<file path="src/hw/rtl/nsbc_pkg.sv">
`default_nettype none
package nsbc_pkg;

  localparam int MaxRoundsDefault = 12;
  localparam int BlockW = 64;
  localparam int RoundW = 4;
  localparam int CfgIdxW = 1;
  localparam logic [CfgIdxW-1:0] RegKey = 1'b0;
  localparam logic [CfgIdxW-1:0] RegRounds = 1'b1;
  localparam logic CmdEnc = 1'b0;
  localparam logic CmdDec = 1'b1;

  typedef logic [BlockW-1:0] blk_t;

  function automatic logic [3:0] sbox(input logic [3:0] x);
    logic [3:0] y;
    case (x)
      4'h0: y = 4'h7;
      4'h1: y = 4'h4;
      4'h2: y = 4'hA;
      4'h3: y = 4'h9;
      4'h4: y = 4'h1;
      4'h5: y = 4'hF;
      4'h6: y = 4'hB;
      4'h7: y = 4'h0;
      4'h8: y = 4'hC;
      4'h9: y = 4'h3;
      4'hA: y = 4'h2;
      4'hB: y = 4'h6;
      4'hC: y = 4'h8;
      4'hD: y = 4'hE;
      4'hE: y = 4'hD;
      default: y = 4'h5;
    endcase
    return y;
  endfunction

  function automatic logic [7:0] sub_byte(input logic [7:0] b);
    return {sbox(b[7:4]), sbox(b[3:0])};
  endfunction

  function automatic logic [7:0] dbl(input logic [7:0] b);
    return {b[6:0], 1'b0} ^ (b[7] ? 8'h1B : 8'h00);
  endfunction

  // Byte j of a block, byte 0 most significant.
  function automatic logic [7:0] byte_of(input blk_t w, input int j);
    return w[(BlockW-8-8*j) +: 8];
  endfunction

  function automatic logic [31:0] mix_col(input logic [31:0] c);
    logic [7:0] a0, a1, a2, a3, t;
    a0 = c[31:24];
    a1 = c[23:16];
    a2 = c[15:8];
    a3 = c[7:0];
    t = a0 ^ a1 ^ a2 ^ a3;
    return {a0 ^ t ^ dbl(a0 ^ a1), a1 ^ t ^ dbl(a1 ^ a2),
            a2 ^ t ^ dbl(a2 ^ a3), a3 ^ t ^ dbl(a3 ^ a0)};
  endfunction

  function automatic logic [31:0] inv_mix_col(input logic [31:0] c);
    logic [7:0] u, v;
    u = dbl(dbl(c[31:24] ^ c[15:8]));
    v = dbl(dbl(c[23:16] ^ c[7:0]));
    return mix_col(c ^ {u, v, u, v});
  endfunction

  function automatic blk_t next_key(input blk_t k, input logic [7:0] rnd);
    return {byte_of(k, 5), byte_of(k, 6), byte_of(k, 7) ^ rnd, byte_of(k, 4),
            byte_of(k, 1) ^ byte_of(k, 5),
            sub_byte(byte_of(k, 2) ^ byte_of(k, 6)),
            sub_byte(byte_of(k, 3) ^ byte_of(k, 7)),
            byte_of(k, 0) ^ byte_of(k, 4)};
  endfunction

  function automatic blk_t enc_round(input blk_t s, input blk_t rk);
    blk_t t, r;
    for (int j = 0; j < 8; j++) begin
      t[(BlockW-8-8*j) +: 8] = sub_byte(byte_of(s ^ rk, j));
    end
    r = {t[47:0], t[63:48]};
    return {mix_col(r[63:32]), mix_col(r[31:0])};
  endfunction

  function automatic blk_t dec_round(input blk_t s, input blk_t rk);
    blk_t m, t, o;
    m = {inv_mix_col(s[63:32]), inv_mix_col(s[31:0])};
    t = {m[15:0], m[63:16]};
    for (int j = 0; j < 8; j++) begin
      o[(BlockW-8-8*j) +: 8] = sub_byte(byte_of(t, j));
    end
    return o ^ rk;
  endfunction

endpackage
`default_nettype wire

</file>
<file path="src/hw/rtl/nsbc_key_cell.sv">
`default_nettype none
// Key schedule cell: round key i from round key i-1, registered.
module nsbc_key_cell #(
  parameter int Idx = 1
) (
  input  wire              clk,
  input  wire nsbc_pkg::blk_t k_in,
  output nsbc_pkg::blk_t   k_out
);
  import nsbc_pkg::*;
  blk_t k_r;
  always_ff @(posedge clk) begin
    k_r <= next_key(k_in, 8'(Idx));
  end
  assign k_out = k_r;
endmodule
`default_nettype wire

</file>
<file path="config.mk">
export PLATFORM = sky130hd
export DESIGN_NAME = nsbc_key_cell
export DESIGN_NICKNAME = d
export VERILOG_FILES = /design/src/hw/rtl/nsbc_pkg.sv /design/src/hw/rtl/nsbc_key_cell.sv
export SDC_FILE = /design/constraint.sdc
export NUM_CORES = 1
export LEC_CHECK = 0
export CORE_MARGIN = 5
export CORE_UTILIZATION = 55
export CTS_CLUSTER_DIAMETER = 30
export CTS_CLUSTER_SIZE = 14
export DETAILED_ROUTE_END_ITERATION = 16
export DONT_BUFFER_PORTS = 1
export PLACE_DENSITY_LB_ADDON = 0.15
export RECOVER_POWER = 25
export SLEW_MARGIN = 25
export SYNTH_ARGS = -nofsm -noshare
export SYNTH_HDL_FRONTEND = slang
export SYNTH_SLANG_ARGS = --single-unit
</file>
<file path="constraint.sdc">
create_clock -name clk -period 3 [get_ports clk]
set_input_delay 0.15 -clock clk [delete_from_list [all_inputs] [get_ports clk]]
set_output_delay 0.15 -clock clk [all_outputs]
set_load 0.005 [all_outputs]
</file>
==> impl_metrics.py <==
metrics = {
    "status": {
        "run_status": "finished, final reports clean",
    },
    "drt": {
        "drcViolationCount": 0,
        "vias": 1653,
        "first_iter_violations": 62,
        "drt-total-wl_um": 5700,
        "drtAntennaViolNets": 0,
        "routedWlPerCell_um": 18.5,
        "drt_pass1_iterations": 4,
        "vias_per_cell": 5.37,
    },
    "cts": {
        "h-tree-depth": 3,
        "clock_sinks": 64,
        "root_buffer": "clkbuf_8",
        "cts_setup_buffers": 0,
        "clk_path_buf_depth": 2,
        "cts_buffers": 9,
        "cts_tree": "yes",
        "path_clk_slew_ns": 0.07,
    },
    "global_routing": {
        "busiest_layer": "met2",
        "first_global_vias": 1763,
        "met1_usage_pct": 18.8,
        "grt_pass1_wl_um": 8420,
        "overflow": 0,
        "grt_max_degree": 14,
        "gr-usage-all-layers_pct": 20.9,
        "grt_util_met2_pct": 41.0,
        "antenna_found_initial": 0,
        "grt_use_met3_pct": 6.89,
    },
    "placed_design": {
        "place.gp.congestion": 0.853,
        "hpwl_um": 3840,
        "port_buffers": 0,
        "dp.cells": 244,
    },
    "floorplan": {
        "fp.dieH_um": 74.6,
        "io_pins": 129,
        "std_cell_rows": 23,
        "die_width_um": 74.6,
        "die-area_sq_um": 5560,
        "initial_core_util_pct": 56.9,
        "fp.coreArea_sq_um": 4030,
    },
    "yosys": {
        "synth_cell_types": 31,
        "avgSynthCellArea_sq_um": 11.8,
        "syn_area_sq_um": 2290,
        "synth_top_area_cell": "dfxtp_1",
        "ys_seq_area_share_pct": 55.9,
        "ys_warn_count": 0,
        "synthCells": 194,
        "ys_seq_elements": 64,
        "synthTopCellsByArea": "dfxtp_1 (56%), xor2_1 (7.3%), xor2_2 (7.1%), ha_1 (4.4%), xnor2_1 (3.1%)",
        "synth_fp_nets": 267,
        "synth.top_cell.area_share_pct": 55.9,
    },
    "hold_path": {
        "hold_class": "in2reg",
        "hold_path_end": "k_out[23]",
        "holdPathStages": 2,
        "min-delay-start": "k_in[46]",
    },
    "pwr": {
        "peakVddDrop_mv": 0.367,
        "p_per_area_nw_per_um2": 687,
        "p_leak_nw": 1.25,
    },
    "setup_path": {
        "cp_top_family": "compound AO/OA/AOI/OAI gates",
        "cp-end-kind": "flip-flop",
        "start_kind": "input port",
        "critPathSlowestCell": "ha_1",
        "critPathMaxFanout": 5,
        "critical-path-max-stage-delay_ns": 0.33,
        "arrival_ns": 1.23,
        "crit_buf_inv": 1,
        "required_ns": 3.18,
        "crit_chain": "xnor2_2 -> inv_1 -> ha_1 -> a32oi_1 -> o21ai_0",
        "path_class": "in2reg",
    },
    "sta": {
        "fmax_ghz": 0.956,
        "min_period_ns": 1.05,
        "fin_setup_tns_ns": 0,
        "slew_violations": 0,
        "rsz0062_at_grt": "false",
        "finalCritPeriodShare_pct": 34.9,
        "setup_violations": 0,
        "max_slew_margin_pct": 69.5,
        "timing_hold_violations_final": 0,
        "worst_pin_slew_ns": 0.457,
    },
    "job": {
        "maxCapViolations": 0,
    },
    "cells_and_area": {
        "final_common_cell": "dfxtp_1",
        "nNetsFinal": 326,
        "drive_gt1_share_pct": 13.6,
        "largest_reg_flops": 64,
        "syn2layout_area_growth_pct": 33.6,
        "diodes": 0,
        "final_cells": 308,
        "layout_common_cells": "dfxtp_1 (64), dlygate4sd3_1 (48), xor2_1 (19)",
    },
}
==> power by group <==
group          internal (mW)  switching [mW]  total [mW]
clock                  0.478           0.351       0.828
combinational          0.134           0.141       0.275
sequential             0.944          0.0550       0.999
==> routing by layer <==
| layer | vias to the layer above | wire [um] |
|---|---|---|
| met5 | - | 0 |
| li1 | 775 | - |
| met3 | 11 | 480 |
| met4 | 0 | 105 |
| met2 | 90 | 3330 |
| met1 | 777 | 1790 |
==> cells by family (layout without fill, tap and decap cells) <==
logic type	Yosys count	count (layout)	synth area share, %
buffers and inverters	7	71	1.15
XOR/XNOR	40	40	20.0
flip-flops	64	64	55.9
adder cells (fa/ha/maj)	8	8	4.36
AO/OA/AOI/OAI	37	37	10.9
AND/OR/NAND/NOR	38	38	7.69
==> synthesized netlist by cell type, drive strengths merged <==
cell / instances
a211o: 2
a211oi: 3
a21oi: 9
a221oi: 1
a22oi: 1
a311oi: 2
a31oi: 2
a32oi: 1
and2: 2
dfxtp: 64
ha: 8
inv: 7
nand2: 11
nand3: 4
nor2: 10
nor3: 8
nor3b: 2
o211ai: 1
o21ai: 10
o221a: 1
o221ai: 3
o31a: 1
or2: 1
xnor2: 10
xor2: 30
==> cell type report <==
| type | instances | area, sq um |
|---|---|---|
| Clock buffer | 9 | 124 |
| Clock inverter | 7 | 103 |
| Fill cell | 279 | 966 |
| Inverter | 7 | 26.3 |
| Multi-Input combinational cell | 123 | 986 |
| Sequential cell | 64 | 1280 |
| Tap cell | 50 | 62.6 |
| Timing Repair Buffer | 48 | 480 |
==> timing repair <==
item / 4_1_cts / 5_1_grt
hold buffers: 48 / 0
resized for setup: 0 / 0
endpoints found under the hold margin: 48 / 0
==> through the flow <==
| stage | power, mW | utilization (%) | hold slack [ns] | worst slack (ns) | area, sq um |
|---|---|---|---|---|---|
| 6_report | 2.10 | 76.0 | 0.0587 | 1.95 | 3060 |
| 5_1_grt | 2.20 | 76.0 | 0.0830 | 1.88 | 3060 |
| 4_1_cts | 2.11 | 76.0 | 0.0411 | 2.00 | 3060 |
| 3_5_place_dp | 1.23 | 58.5 | 0.178 | 1.66 | 2360 |
| 3_3_place_gp | 1.22 | 58.5 | 0.178 | 1.80 | 2360 |
| 2_1_floorplan | 1.17 | - | 0.178 | 1.87 | 2290 |
==> how the worst max path moves through the flow <==
| stage | cells past startpoint | from | slack (ns) | end |
|---|---|---|---|---|
| after floorplan | 5 | k_in[1] | 1.87 | k_out[8] |
| after global placement | 5 | k_in[0] | 1.80 | k_out[9] |
| after detailed placement | 5 | k_in[0] | 1.66 | k_out[9] |
| after CTS | 5 | k_in[0] | 2.00 | k_out[9] |
| after global routing | 5 | k_in[1] | 1.88 | k_out[8] |
| final | 5 | k_in[0] | 1.95 | k_out[9] |
No activity file was read; power rests on OpenSTA's default activity.
