$ cat src/hw/rtl/nsbc_pkg.sv
`default_nettype none
package nsbc_pkg;

  localparam int MaxRoundsDefault = 12;
  localparam int BlockW = 64;
  localparam int RoundW = 4;
  localparam int CfgIdxW = 1;
  localparam logic [CfgIdxW-1:0] RegKey = 1'b0;
  localparam logic [CfgIdxW-1:0] RegRounds = 1'b1;
  localparam logic CmdEnc = 1'b0;
  localparam logic CmdDec = 1'b1;

  typedef logic [BlockW-1:0] blk_t;

  function automatic logic [3:0] sbox(input logic [3:0] x);
    logic [3:0] y;
    case (x)
      4'h0: y = 4'h7;
      4'h1: y = 4'h4;
      4'h2: y = 4'hA;
      4'h3: y = 4'h9;
      4'h4: y = 4'h1;
      4'h5: y = 4'hF;
      4'h6: y = 4'hB;
      4'h7: y = 4'h0;
      4'h8: y = 4'hC;
      4'h9: y = 4'h3;
      4'hA: y = 4'h2;
      4'hB: y = 4'h6;
      4'hC: y = 4'h8;
      4'hD: y = 4'hE;
      4'hE: y = 4'hD;
      default: y = 4'h5;
    endcase
    return y;
  endfunction

  function automatic logic [7:0] sub_byte(input logic [7:0] b);
    return {sbox(b[7:4]), sbox(b[3:0])};
  endfunction

  function automatic logic [7:0] dbl(input logic [7:0] b);
    return {b[6:0], 1'b0} ^ (b[7] ? 8'h1B : 8'h00);
  endfunction

  // Byte j of a block, byte 0 most significant.
  function automatic logic [7:0] byte_of(input blk_t w, input int j);
    return w[(BlockW-8-8*j) +: 8];
  endfunction

  function automatic logic [31:0] mix_col(input logic [31:0] c);
    logic [7:0] a0, a1, a2, a3, t;
    a0 = c[31:24];
    a1 = c[23:16];
    a2 = c[15:8];
    a3 = c[7:0];
    t = a0 ^ a1 ^ a2 ^ a3;
    return {a0 ^ t ^ dbl(a0 ^ a1), a1 ^ t ^ dbl(a1 ^ a2),
            a2 ^ t ^ dbl(a2 ^ a3), a3 ^ t ^ dbl(a3 ^ a0)};
  endfunction

  function automatic logic [31:0] inv_mix_col(input logic [31:0] c);
    logic [7:0] u, v;
    u = dbl(dbl(c[31:24] ^ c[15:8]));
    v = dbl(dbl(c[23:16] ^ c[7:0]));
    return mix_col(c ^ {u, v, u, v});
  endfunction

  function automatic blk_t next_key(input blk_t k, input logic [7:0] rnd);
    return {byte_of(k, 5), byte_of(k, 6), byte_of(k, 7) ^ rnd, byte_of(k, 4),
            byte_of(k, 1) ^ byte_of(k, 5),
            sub_byte(byte_of(k, 2) ^ byte_of(k, 6)),
            sub_byte(byte_of(k, 3) ^ byte_of(k, 7)),
            byte_of(k, 0) ^ byte_of(k, 4)};
  endfunction

  function automatic blk_t enc_round(input blk_t s, input blk_t rk);
    blk_t t, r;
    for (int j = 0; j < 8; j++) begin
      t[(BlockW-8-8*j) +: 8] = sub_byte(byte_of(s ^ rk, j));
    end
    r = {t[47:0], t[63:48]};
    return {mix_col(r[63:32]), mix_col(r[31:0])};
  endfunction

  function automatic blk_t dec_round(input blk_t s, input blk_t rk);
    blk_t m, t, o;
    m = {inv_mix_col(s[63:32]), inv_mix_col(s[31:0])};
    t = {m[15:0], m[63:16]};
    for (int j = 0; j < 8; j++) begin
      o[(BlockW-8-8*j) +: 8] = sub_byte(byte_of(t, j));
    end
    return o ^ rk;
  endfunction

endpackage
`default_nettype wire

$ cat src/hw/rtl/nsbc_round_cell.sv
`default_nettype none
// One round cell (pass-through when r < Idx). Encrypt items use forward key
// Idx-1; decrypt items at cell Idx undo round r-Idx+1, keyed by the top level.
module nsbc_round_cell #(
  parameter int Idx = 1
) (
  input  wire                  clk,
  input  wire                  rst_n,
  input  wire                  en,
  input  wire                  v_in,
  input  wire                  cmd_in,
  input  wire [nsbc_pkg::RoundW-1:0] r_in,
  input  wire nsbc_pkg::blk_t  s_in,
  input  wire nsbc_pkg::blk_t  rk_enc,
  input  wire nsbc_pkg::blk_t  rk_dec,
  output logic                 v_out,
  output logic                 cmd_out,
  output logic [nsbc_pkg::RoundW-1:0] r_out,
  output nsbc_pkg::blk_t       s_out
);
  import nsbc_pkg::*;
  logic v_r, cmd_r;
  logic [RoundW-1:0] r_r;
  blk_t s_r, s_nxt;
  logic act;
  assign act = (32'(r_in) >= Idx);
  always_comb begin
    if (!act) begin
      s_nxt = s_in;
    end else if (cmd_in == CmdDec) begin
      s_nxt = dec_round(s_in, rk_dec);
    end else begin
      s_nxt = enc_round(s_in, rk_enc);
    end
  end
  always_ff @(posedge clk) begin
    if (!rst_n) begin
      v_r <= 1'b0;
    end else if (en) begin
      v_r <= v_in;
    end
  end
  always_ff @(posedge clk) begin
    if (en) begin
      cmd_r <= cmd_in;
      r_r <= r_in;
      s_r <= s_nxt;
    end
  end
  assign v_out = v_r;
  assign cmd_out = cmd_r;
  assign r_out = r_r;
  assign s_out = s_r;
endmodule
`default_nettype wire

$ cat config.mk
export PLATFORM = sky130hd
export DESIGN_NAME = nsbc_round_cell
export DESIGN_NICKNAME = d
export VERILOG_FILES = /design/src/hw/rtl/nsbc_pkg.sv /design/src/hw/rtl/nsbc_round_cell.sv
export SDC_FILE = /design/constraint.sdc
export NUM_CORES = 1
export LEC_CHECK = 0
export BUFFER_PORTS_ARGS = -buffer_cell sky130_fd_sc_hd__buf_2
export CAP_MARGIN = 5
export CORE_MARGIN = 4
export CORE_UTILIZATION = 45
export CTS_CLUSTER_SIZE = 25
export DETAILED_ROUTE_END_ITERATION = 10
export PLACE_DENSITY = 0.78
export SLEW_MARGIN = 20
export SYNTH_ARGS = -nofsm -noshare
export SYNTH_HDL_FRONTEND = slang
export SYNTH_SLANG_ARGS = --single-unit
$ cat constraint.sdc
create_clock -name clk -period 3.82 [get_ports clk]
set_clock_uncertainty 0.2 [all_clocks]
set_input_delay 0.382 -clock clk [delete_from_list [all_inputs] [get_ports clk]]
set_output_delay 0.382 -clock clk [all_outputs]
set_load 0.02 [all_outputs]
==> metrics <==
status finished clean; vias in the first global route 14200; CTS tree yes; Post-synth EDFFs 69; FF-to-FF Start v_out$_SDFFE_PN0P_; commonest non-fill, non-tap cell in the layout xnor2_1; Initial Util 45.9%; Crit. Startpoint s_in[46]; total setup buffers inserted after CTS 0; Setup Crit Path Kind in -> reg; Die H 199 um; fin crit share 93.1%; Worst Setup EP s_out[18]$_DFFE_PP_; Die Wd 199 um; FF-to-FF End v_out$_SDFFE_PN0P_; CTS resizes 0; CP Data Arrival Time 3.47 ns; fin nets 2349; grt total ovfl 0; sequential area share after synthesis 12.7%; Ys Warns 0; Cell variety after synth 58; Longest Clk Path Bufs 2; wl on met1 21200 um; relative slew slack 29.0%; Post-Place Cells 2463; Antenna Nets Post-Route 0; synthesized cell area 0.0164 mm2; row count 69; fmax 281 MHz; Hold Vio Cnt, Final 0; Slew @ Worst Pin 1.06 ns; IO Pins 271; Worst IR Drop VDD 757 uV; final core utilization 55.0%; uppermost layer routed met5; DR WL/cell 22.0 um; syn_nets 1965; Synth Register Bits 70; # port buffers 270; Clock Latency Late Sink 0.37 ns; routability cong. 0.985; max-cap violation count 0; TritonRoute pass-1 iters 5; clock root buffer clkbuf_16; first-pass GRT wire length 81500 um; most frequent cells in the layout xnor2_1 (364), buf_2 (269), xor2_1 (197), buf_4 (185), ha_1 (135); WL final 54600 um; hold crit path type in -> reg; Critical Path Source Type input pin; area share of the largest cell type after synthesis 19.5%; critical path's largest stage delay 0.61 ns; synth top area cells xnor2_1 (19%), edfxtp_1 (13%), xor2_1 (11%); CTS hold repair buffers 0; Pwr per Cell Area 1010 mW/mm2; flop2flop setup slack 3.02 ns; # fillers 3168; crit path capture type register; initial antenna violation count 1; min cycle time layout 3.56 ns; Syn-to-layout area delta 19.7%; ys flop type edfxtp_1; Async SR Flop Fraction 0%; via count 13700; Avg Inst Size Synth 10.1 um2; Final WS setup 0.263 ns; largest net degree at the start of global routing 66; initial drt markers 1089; slowest library cell on the worst path mux4_1; # DRC 0; Layout Cells excl Fill 2478; clock-pin slew reported for the worst setup and hold paths after clock tree synthesis 0.06 ns; TritonCTS Sinks 70; hold slack 0.0247 ns; vias per inst 5.52; H-tree depth 3; critical-path cell list buf_2 -> buf_4 -> xnor2_4 -> xnor3_1 -> buf_4 -> xnor2_1 -> xnor2_1 -> xnor2_1 -> mux4_1 -> xnor2_1 -> a21oi_1 -> a21oi_1; Req. time, crit path 3.73 ns; Crit path top cell by count xnor2_1; reported leakage power 9.10 nW; area occupied by multi-input gates 0.0134 mm2; cells on worst reg2reg path 2; Gate Count Post-Synth 1629; sequential cell area 0.00209 mm2; wire length on met3 4150 um; total CTS buffers 9; layout cells sized above 1 29.4%; GRT Total Usage 27.1%; met2 routed WL 26500 um; core footprint 0.0357 mm2; # setup viols final 0; worst-path fanout max 5; RSZ-0062 raised after global routing false; cell taking the most area after synthesis xnor2_1; pre-CTS setup slack -0.0658 ns; setup tns final 0 ns; ANT cells 0; hpwl dp 45700 um; fin. max-slew vios 0; DIE AREA 0.0396 mm2
-- final cells by class --
type	instances	area share [%]
tap	461	2.94
timing repair buffer	455	14.0
sequential	70	10.6
multi-input combinational	1343	68.3
clock buffer	9	1.15
clock inverter	6	0.395
inverter	134	2.56
-- flip-flops by register name (all words and copies together), names as in the netlist --
name	count
v_out	1
r_out	4
cmd_out	1
s_out	64
-- worst min path at each step --
| stage | start | to | slack, ns | depth (start not counted) |
|---|---|---|---|---|
| after floorplan | cmd_in | cmd_out$_DFFE_PP_ | 0.28 | 0 |
| after global placement | v_out$_SDFFE_PN0P_ | v_out$_SDFFE_PN0P_ | 0.29 | 2 |
| after detailed placement | v_out$_SDFFE_PN0P_ | v_out$_SDFFE_PN0P_ | 0.32 | 2 |
| after CTS | r_in[3] | r_out[3]$_DFFE_PP_ | 0.01 | 1 |
| after global routing | r_in[1] | r_out[1]$_DFFE_PP_ | 0.02 | 1 |
| final | rst_n | v_out$_SDFFE_PN0P_ | 0.02 | 2 |
-- synthesized netlist by cell type, types with 6 or more instances --
master and instances:
xnor2_4 7, mux2i_1 77, xnor3_4 7, a22oi_1 10
nor2_1 97, xor2_1 198, xor3_1 11, a21oi_1 59
nand2_1 49, xnor3_1 52, xnor2_2 11, a211oi_1 10
clkbuf_8 6, ha_1 135, nor3_1 7, xnor3_2 7
edfxtp_1 69, buf_4 8, o22ai_1 9, o21ai_0 70
clkbuf_1 46, buf_2 17, mux2_2 11, mux4_2 70
nand3_1 12, a31oi_1 14, inv_1 134, xnor2_1 365
or3_1 6
-- critical path, delay by kind of cell --
kind / cells / cell delay, ns
buffers and inverters: 3 / 0.50
multiplexers: 1 / 0.61
AO/OA/AOI/OAI: 2 / 0.41
XOR/XNOR: 6 / 1.55
-- cells by family (layout without fill, tap and decap cells) --
family / Yosys count / in the layout / share of synthesized area (%)
AO/OA/AOI/OAI: 196 / 196 / 6.89
XOR/XNOR: 666 / 666 / 44.2
adder cells (fa/ha/maj): 135 / 135 / 10.3
buffers and inverters: 216 / 604 / 5.68
flip-flops: 70 / 70 / 12.7
multiplexers: 161 / 161 / 15.5
AND/OR/NAND/NOR: 185 / 185 / 4.72
-- power by group --
| group | switching [W] | internal (W) |
|---|---|---|
| Sequential | 0.000135 | 0.00150 |
| Clock | 0.000410 | 0.000562 |
| Combinational | 0.00892 | 0.00830 |
| Total | 0.00947 | 0.0104 |
-- through the flow --
step / cell area [um2] / total power, W
3_3_place_gp: 19300 / 0.0181
6_report: 19700 / 0.0198
4_1_cts: 19700 / 0.0197
2_1_floorplan: 16400 / 0.0138
5_1_grt: 19700 / 0.0214
3_5_place_dp: 19300 / 0.0186
-- layer usage --
layer  global-route usage [%]  up-vias
li1                         -     6272
met1                     33.5     6592
met2                     46.3      658
met3                     4.59      153
met4                     12.6        2
met5                        0        -
No activity file was read; power rests on OpenSTA's default activity.
